`config.mk`:
```
export PLATFORM = sky130hd
export DESIGN_NAME = timestamp_field_validator_core
export DESIGN_NICKNAME = d
export VERILOG_FILES = /design/src/rtl/tfv_pkg.sv /design/src/rtl/tfv_leap.sv /design/src/rtl/tfv_check.sv /design/src/rtl/timestamp_field_validator_core.sv
export SDC_FILE = /design/constraint.sdc
export NUM_CORES = 1
export LEC_CHECK = 0
export BUFFER_PORTS_ARGS = -buffer_cell sky130_fd_sc_hd__buf_4
export CORE_AREA = 2 2 84 127
export CTS_BUF_LIST = sky130_fd_sc_hd__clkbuf_16
export DETAILED_ROUTE_END_ITERATION = 8
export DIE_AREA = 0 0 86 129
export PLACE_DENSITY = 0.64
export RECOVER_POWER = 50
export REMOVE_ABC_BUFFERS = 1
export SYNTH_ARGS = -nofsm -noshare
export SYNTH_HDL_FRONTEND = slang
export SYNTH_HIERARCHICAL = 1
export SYNTH_SLANG_ARGS = --single-unit
```
`constraint.sdc`:
```
create_clock -name i_clk -period 7.6 [get_ports i_clk]
set_input_delay 1.52 -clock i_clk [delete_from_list [all_inputs] [get_ports i_clk]]
set_output_delay 1.52 -clock i_clk [all_outputs]
set_load 0.02 [all_outputs]
```
`src/rtl/tfv_pkg.sv`:
```
// Types, constants and month table for the timestamp field validator
package tfv_pkg;

    typedef enum logic [2:0] {
        ERR_NONE   = 3'd0,
        ERR_YEAR   = 3'd1,
        ERR_MONTH  = 3'd2,
        ERR_DAY    = 3'd3,
        ERR_HOUR   = 3'd4,
        ERR_MINUTE = 3'd5,
        ERR_SECOND = 3'd6,
        ERR_MSEC   = 3'd7
    } t_err_code;

    typedef enum logic {
        FMT_YMD = 1'b0,
        FMT_DOY = 1'b1
    } t_fmt;

    typedef struct packed {
        logic        cmd;
        logic [15:0] year;
        logic [7:0]  month;
        logic [8:0]  day;
        logic [7:0]  hour;
        logic [7:0]  minute;
        logic [7:0]  second;
        logic [9:0]  millisecond;
    } t_stamp;

    typedef struct packed {
        logic      valid_res;
        t_err_code error_code;
        logic      leap_year;
    } t_result;

    localparam logic [15:0] YEAR_MIN    = 16'd1000;
    localparam logic [15:0] YEAR_MAX    = 16'd9999;
    localparam logic [7:0]  MONTH_MAX   = 8'd12;
    localparam logic [7:0]  MONTH_FEB   = 8'd2;
    localparam logic [8:0]  DAYS_FEB_LY = 9'd29;
    localparam logic [8:0]  DOY_MAX     = 9'd365;
    localparam logic [8:0]  DOY_MAX_LY  = 9'd366;
    localparam logic [7:0]  HOUR_MAX    = 8'd23;
    localparam logic [7:0]  MINSEC_MAX  = 8'd59;
    localparam logic [9:0]  MSEC_MAX    = 10'd999;

    // 25 is odd: y is a multiple of 25 exactly when y * inverse(25) mod 2^16
    // falls at or below floor((2^16 - 1) / 25)
    localparam logic [15:0] INV25_MOD16 = 16'h5C29;
    localparam logic [15:0] DIV25_LIMIT = 16'd2621;

    function automatic logic [8:0] month_days(input logic [3:0] month);
        logic [8:0] days;
        unique case (month)
            4'd1, 4'd3, 4'd5, 4'd7, 4'd8, 4'd10, 4'd12: days = 9'd31;
            4'd4, 4'd6, 4'd9, 4'd11:                    days = 9'd30;
            4'd2:                                       days = 9'd28;
            default:                                    days = 9'd31;
        endcase
        return days;
    endfunction

endpackage

```
`src/rtl/tfv_leap.sv`:
```
// Gregorian leap-year test by constant-divisor arithmetic
module tfv_leap import tfv_pkg::*; (
    input  logic [15:0] i_year,
    output logic        o_leap
);

    logic [15:0] scaled;
    logic        div25;
    logic        div4;
    logic        div16;

    assign scaled = 16'(i_year * INV25_MOD16);
    assign div25  = (scaled <= DIV25_LIMIT);
    assign div4   = (i_year[1:0] == 2'b00);
    assign div16  = (i_year[3:0] == 4'b0000);
    assign o_leap = (div4 && !div25) || (div16 && div25);

endmodule

```
`src/rtl/tfv_check.sv`:
```
// Field range checks and first-failure code for one timestamp
module tfv_check import tfv_pkg::*; (
    input  t_stamp  i_stamp,
    output t_result o_result
);

    logic       leap;
    logic       month_bad;
    logic [8:0] limit;
    t_err_code  code;

    tfv_leap u_leap (
        .i_year (i_stamp.year),
        .o_leap (leap)
    );

    assign month_bad = (i_stamp.month == 8'd0) || (i_stamp.month > MONTH_MAX);

    always_comb begin
        if (i_stamp.cmd == FMT_DOY) begin
            limit = leap ? DOY_MAX_LY : DOY_MAX;
        end else if (leap && (i_stamp.month == MONTH_FEB)) begin
            limit = DAYS_FEB_LY;
        end else begin
            limit = month_days(i_stamp.month[3:0]);
        end
    end

    always_comb begin
        priority if ((i_stamp.year < YEAR_MIN) || (i_stamp.year > YEAR_MAX)) begin
            code = ERR_YEAR;
        end else if ((i_stamp.cmd == FMT_YMD) && month_bad) begin
            code = ERR_MONTH;
        end else if ((i_stamp.day == 9'd0) || (i_stamp.day > limit)) begin
            code = ERR_DAY;
        end else if (i_stamp.hour > HOUR_MAX) begin
            code = ERR_HOUR;
        end else if (i_stamp.minute > MINSEC_MAX) begin
            code = ERR_MINUTE;
        end else if (i_stamp.second > MINSEC_MAX) begin
            code = ERR_SECOND;
        end else if (i_stamp.millisecond > MSEC_MAX) begin
            code = ERR_MSEC;
        end else begin
            code = ERR_NONE;
        end
    end

    assign o_result.valid_res  = (code == ERR_NONE);
    assign o_result.error_code = code;
    assign o_result.leap_year  = leap;

endmodule

```
`src/rtl/timestamp_field_validator_core.sv`:
```
// Top level of the timestamp field validator: input register, checks, result register
//
// Usage:
//   Input channel i_valid / o_ready carries one timestamp per item: format
//   (i_cmd), year, month, day, hour, minute, second and millisecond.
//   Output channel o_valid / i_ready returns one result per item: valid flag,
//   code of the first failing check and the Gregorian leap-year flag.
//   Path: an accepted item is held in the input register while the checks
//   run; its result is captured in the result register once that is free
//   and is shown on o_valid until it is taken.
//   Throughput: one item per cycle while i_ready is high; the checks fit
//   between the two registers, the longest path being the 16 x 16 constant
//   multiply of the divisible-by-25 leap test followed by a compare.
//   Stall: while i_ready is low the result holds; the input register still
//   takes one more item, after which o_ready drops until the result moves.
//   Reset: synchronous, active low; both stages empty, o_ready high after.
//   Items leave in the order they arrive, one result for every item.
module timestamp_field_validator_core import tfv_pkg::*; (
    input  logic        i_clk,
    input  logic        i_rst_n,
    input  logic        i_valid,
    output logic        o_ready,
    input  logic        i_cmd,
    input  logic [15:0] i_year,
    input  logic [7:0]  i_month,
    input  logic [8:0]  i_day,
    input  logic [7:0]  i_hour,
    input  logic [7:0]  i_minute,
    input  logic [7:0]  i_second,
    input  logic [9:0]  i_millisecond,
    output logic        o_valid,
    input  logic        i_ready,
    output logic        o_valid_res,
    output logic [2:0]  o_error_code,
    output logic        o_leap_year
);

    logic    r_in_valid;
    logic    n_in_valid;
    t_stamp  r_stamp;
    logic    r_out_valid;
    logic    n_out_valid;
    t_result r_result;
    t_result check_res;
    logic    out_ready;
    logic    in_take;

    assign out_ready = !r_out_valid || i_ready;
    assign o_ready   = !r_in_valid || out_ready;
    assign in_take   = i_valid && o_ready;

    assign n_in_valid  = in_take || (r_in_valid && !out_ready);
    assign n_out_valid = (r_in_valid && out_ready) || (r_out_valid && !i_ready);

    tfv_check u_check (
        .i_stamp  (r_stamp),
        .o_result (check_res)
    );

    always_ff @(posedge i_clk) begin
        if (!i_rst_n) begin
            r_in_valid  <= 1'b0;
            r_out_valid <= 1'b0;
        end else begin
            r_in_valid  <= n_in_valid;
            r_out_valid <= n_out_valid;
        end
    end

    always_ff @(posedge i_clk) begin
        if (in_take) begin
            r_stamp.cmd         <= i_cmd;
            r_stamp.year        <= i_year;
            r_stamp.month       <= i_month;
            r_stamp.day         <= i_day;
            r_stamp.hour        <= i_hour;
            r_stamp.minute      <= i_minute;
            r_stamp.second      <= i_second;
            r_stamp.millisecond <= i_millisecond;
        end
        if (r_in_valid && out_ready) begin
            r_result <= check_res;
        end
    end

    assign o_valid      = r_out_valid;
    assign o_valid_res  = r_result.valid_res;
    assign o_error_code = r_result.error_code;
    assign o_leap_year  = r_result.leap_year;

endmodule

```
Word-level counts from Yosys, hierarchy flattened
Memories as Yosys holds them, arrays and structs flattened. A register that Yosys moved wholly into a read port is not among the register bits.
Cells that the tools add are included.
Word-level totals
  register bits after elaboration: 75
  latch bits: 0
  memory bits (writable): 0
  ROM bits: 32
  bits of input ports: 72
  output and inout port bits: 7
  word-level logic and storage cells: 63
  memories kept: 1
Memory list
  (no name shown): depth 16, bits a word 2, rd ports 1, clocked after Yosys merged registers in 1, write ports 0, line tfv_pkg.sv:55  | unique case (month)
Operators by class
  add/sub/neg operators: 0
  multipliers: 1
  divide/modulo/power cells: 0
  order comparisons: 9
  equality and inequality tests: 1
  shift operators: 0
  muxes and demuxes: 11
  bitwise gates (word level): 1
  reduce and logical (&&, ||, !) cells: 26
Operator list (count)
  2-to-1 mux 3 bit: 7
  2-to-1 mux 9 bit: 2
  > comparator 16 x 14 -> 1 bit (second input constant): 1
  > comparator 8 x 6 -> 1 bit (second input constant): 2
  <= comparator 16 x 12 -> 1 bit (second input constant): 1
  < comparator 16 x 10 -> 1 bit (second input constant): 1
  multiplier 16 x 15 -> 16 bit (second input constant): 1
  > comparator 10 bit (second input constant): 1
  > comparator 9 bit: 1
  logical NOT 9 bit: 1
  == test 8 x 2 -> 1 bit (second input constant): 1
  > comparator 8 x 4 -> 1 bit (second input constant): 1
  > comparator 8 x 5 -> 1 bit (second input constant): 1
  logical AND 1 bit: 8
  logical NOT 8 bit: 1
  logical OR 1 bit: 8
  logical NOT 1 bit: 5
  logical NOT 4 bit: 1
  2-to-1 mux 4 bit: 1
  logical NOT 3 bit: 1
  logical NOT 2 bit: 1
  2-to-1 mux 2 bit: 1
  NOT 1 bit: 1

Logic depth before layout (Yosys ltp)
  word-level depth: 14
  mapped depth: 25
  gate-level depth less buffers: 25

By module
Netlist, hierarchy kept.
By module, submodules not included
  timestamp_field_validator_core: instances 1, cells each 82, area each 2296.0 um^2, sequential area each 2232.1 um^2
  tfv_leap: instances 1, cells each 171, area each 1652.8 um^2, sequential area each 0.0 um^2
  tfv_check: instances 1, cells each 66, area each 451.7 um^2, sequential area each 0.0 um^2

Least setup slack after synthesis
Ideal clock, no wire load.
  path type: input port to flip-flop
  start: in i_ready
  end: reg r_stamp[0] in the netlist's numbering (enable)
  setup time: 517 ps
  data arrival time: 4879 ps
  data required time: 7083 ps
  path slack: 2204 ps
  cell stages on the path: 2
  path buffers: 0
  path through: nor2b_4 > a21oi_1
On the way
  cells in the longest elaborated chain, start to end: 3
Ends and longest elaborated chain
  start, declared: line timestamp_field_validator_core.sv:32  | input logic i_ready,
  logical OR 1 bit: line timestamp_field_validator_core.sv:48  | assign out_ready = !r_out_valid || i_ready;
  logical OR 1 bit: line timestamp_field_validator_core.sv:49  | assign o_ready = !r_in_valid || out_ready;
  logical AND 1 bit: line timestamp_field_validator_core.sv:50  | assign in_take = i_valid && o_ready;
  named net in_take: line timestamp_field_validator_core.sv:46  | logic in_take;
  end, declared: line timestamp_field_validator_core.sv:40  | t_stamp r_stamp;
The timed path passes the listed nets, and every way through them passes these cells.
A chain may end at the register's enable or synchronous reset.

==> run summary <==
The maximum VDD drop was 0.227 mV; the leakage dissipation was 2.26 nW. Setup repair after global routing left no endpoint under its margin. The buffer type at the clock tree root is sky130_fd_sc_hd__clkbuf_16.

79 I/O pins were placed. Summing over every cut layer, the via total after detailed routing is 2601. At the end of routability-driven placement, the weighted congestion stood at 0.777. The routed design could run at a clock period as short as 5.94 ns.

Yosys printed 6 warnings. The tools report the number of cells upsized or downsized after cts as 0. The worst register-to-register path ends at o_error_code[2]. The floorplan die height is 129 um, and the met3 usage is 3.46%.

In this run the worst setup path begins at r_stamp[53]. For the full die area, the log shows 11100 um^2. The run gives 0 as the count of maximum capacitance violations. At the pin with the least slew margin, the transition time is 0.778 ns. For the finished layout cell area, the log shows 5070 um^2. The number of nets with antenna violations after routing was 0; the number of cell rows was 45. The class of the tightest hold or removal check is flip-flop to flip-flop. The via count of the first global-routing pass came out at 2961. After layout, the worst path uses 78.1% of the clock period. TritonCTS built the clock tree.

The logs give 15.2% for the total global-route track usage and 546 for the net total in the final layout. The final count of pins violating max slew was 0. In this run the critical register-to-register path is launched from r_stamp[53]. Buffers inserted during clock tree synthesis total 9. The cell area after placement is 4770 um^2, and the largest net degree at the start of global routing is 36. Layer carrying the most global-route usage: met2. In the routed design, unresolved DRC markers number 0. The endpoint of the most critical setup path is o_error_code[2]. The initial core utilization was 41.1%; the port buffer count was 68. The tools report the tightest slew margin relative to the limit as 48.0%. The final number of hold-violating endpoints is 0, and the setup violation total in the final timing report is 0. The run gives 0 as the post-CTS repair timing setup buffer count. For the final standard cell utilization of the core, the log shows 50.9%. The category of the worst setup path launch point was a flip-flop. The detailed router finished its first iteration with 39 violations.

After detailed routing, the number of vias per cell comes to 5.10. The average detailed-routed wire length per instance is 15.0 um. From left edge to right edge, the die measures 86 um. The tools report the cts-stage hold buffer count as 0.

Global routing used 13.3% of the available met1 tracks. Averaged over all synthesized cells, the footprint is 13.3 um^2. The tools report the sum of overflow across all layers after global routing as 0. The total power divided by cell area is 257 nW/um^2, and the aggregate routed wire length is 7630 um. Initial antenna violation count: 0. The worst hold slack came out at 0.545 ns. In this run the deepest clock path goes through 2 buffers. The logs give 1.66 ns for the reg2reg setup slack and 31.1% for the global-route met2 utilization. Clock skew on the completed layout was measured at 0.00434 ns. The number of antenna repair diodes was 0. The post-CTS clock slew at the launch and capture registers of the worst setup and hold paths was 0.05 ns; the worst-case reg-to-reg path depth was 23. The first global-routing pass estimated 13000 um of wire. The tools report the kind of capture point of the worst setup path as a flip-flop.

Detailed placement finished with a half-perimeter wire length of 6330 um. The clock sink count was 65. For the worst setup path, the data required time is 7.75 ns.

For the post-synthesis cell count, the log shows 309. Area growth from synthesis to layout: 23.7%. For this run, the detailed router's first-pass iteration total came to 4.

The summed negative setup slack over all endpoints is 0 ns. The floorplan step defined a core boundary enclosing 9970 um^2. The H-tree depth came out at 3.

The run finished with clean final reports. For the worst setup path, the data arrival time is 6.09 ns. Timing-limited maximum frequency: 0.168 GHz.

The maximum net fanout on the critical path is 6, and the clock latency at the later pin of the worst-skew pair is 0.32 ns. The critical path in this run is classified as flip-flop to flip-flop. Once placement completed, the tool counted placed cells totaling 494. Excluding fillers, the count of instances in the completed layout stands at 510.

Summing every instance area after synthesis gives 4100 um^2. Proportion of layout cells with a drive suffix above 1: 23.7%.
==> registers in the layout (all words and copies together), names as in the netlist <==
register      count
r_stamp          58
o_error_code      3
r_in_valid        1
o_valid           1
o_valid_res       1
o_leap_year       1
==> worst min-delay path by stage <==
| stage | start | to | cells past startpoint |
|---|---|---|---|
| final | o_valid | r_in_valid | 2 |
| after global routing | o_valid | r_in_valid | 2 |
| after CTS | o_valid | r_in_valid | 2 |
| after detailed placement | o_valid | r_in_valid | 2 |
| after global placement | o_valid | r_in_valid | 2 |
| after floorplan | r_in_valid | o_valid | 1 |
==> worst max-delay path: stages, from the launching register on <==
cell and delay (ns):
sky130_fd_sc_hd__edfxtp_1 0.53, sky130_fd_sc_hd__inv_1 0.08, sky130_fd_sc_hd__ha_1 0.30, sky130_fd_sc_hd__ha_1 0.32
sky130_fd_sc_hd__inv_1 0.07, sky130_fd_sc_hd__fa_1 0.50, sky130_fd_sc_hd__fa_1 0.54, sky130_fd_sc_hd__inv_1 0.05
sky130_fd_sc_hd__fa_1 0.47, sky130_fd_sc_hd__ha_1 0.30, sky130_fd_sc_hd__ha_1 0.34, sky130_fd_sc_hd__o21ai_0 0.14
sky130_fd_sc_hd__o21bai_1 0.20, sky130_fd_sc_hd__a21oi_2 0.08, sky130_fd_sc_hd__xnor2_1 0.12, sky130_fd_sc_hd__o31a_1 0.32
sky130_fd_sc_hd__nand2b_1 0.17, sky130_fd_sc_hd__nand2_1 0.07, sky130_fd_sc_hd__ha_1 0.23, sky130_fd_sc_hd__nor2b_1 0.15
sky130_fd_sc_hd__o221ai_1 0.17, sky130_fd_sc_hd__nand2_1 0.09, sky130_fd_sc_hd__a21oi_1 0.29, sky130_fd_sc_hd__nor4b_2 0.24
==> power by group <==
group          total [W]  switching, W  internal, W
clock network   0.000429      0.000142     0.000286
registers       0.000433     0.0000153     0.000418
logic           0.000442      0.000229     0.000213
total            0.00130      0.000387     0.000917
==> area by class of cell <==
| cell class | count | area, um^2 |
|---|---|---|
| clock buffer | 9 | 225 |
| tap | 117 | 146 |
| fill | 841 | 4890 |
| inverter | 48 | 180 |
| multi-input combinational | 195 | 1980 |
| clock inverter | 7 | 95.1 |
| sequential | 65 | 1930 |
| timing repair buffer | 69 | 510 |
==> through the flow <==
step	setup slack (ns)	power, W
after detailed placement	1.72	0.000883
after floorplan	2.34	0.000773
after global routing	1.26	0.00140
after global placement	1.79	0.000867
final	1.66	0.00130
after CTS	1.65	0.00132
==> cells in the final DEF, fill, tap and decap left out, types with 7 or more instances in the layout <==
| cell type | n |
|---|---|
| sky130_fd_sc_hd__o21ai_0 | 7 |
| sky130_fd_sc_hd__clkbuf_4 | 59 |
| sky130_fd_sc_hd__buf_4 | 8 |
| sky130_fd_sc_hd__clkbuf_16 | 9 |
| sky130_fd_sc_hd__edfxtp_1 | 63 |
| sky130_fd_sc_hd__inv_1 | 48 |
| sky130_fd_sc_hd__xnor2_1 | 14 |
| sky130_fd_sc_hd__nor2_1 | 9 |
| sky130_fd_sc_hd__a21oi_1 | 7 |
| sky130_fd_sc_hd__ha_1 | 68 |
| sky130_fd_sc_hd__fa_1 | 18 |
| sky130_fd_sc_hd__nand2_1 | 9 |
==> metal layers <==
metal  vias to the layer above  share of wire, %
met5                         -                 0
met2                        66                58
li1                       1278                 -
met3                        18               4.6
met4                         0               3.1
met1                      1239                34
(Power assumes the default switching activity.)
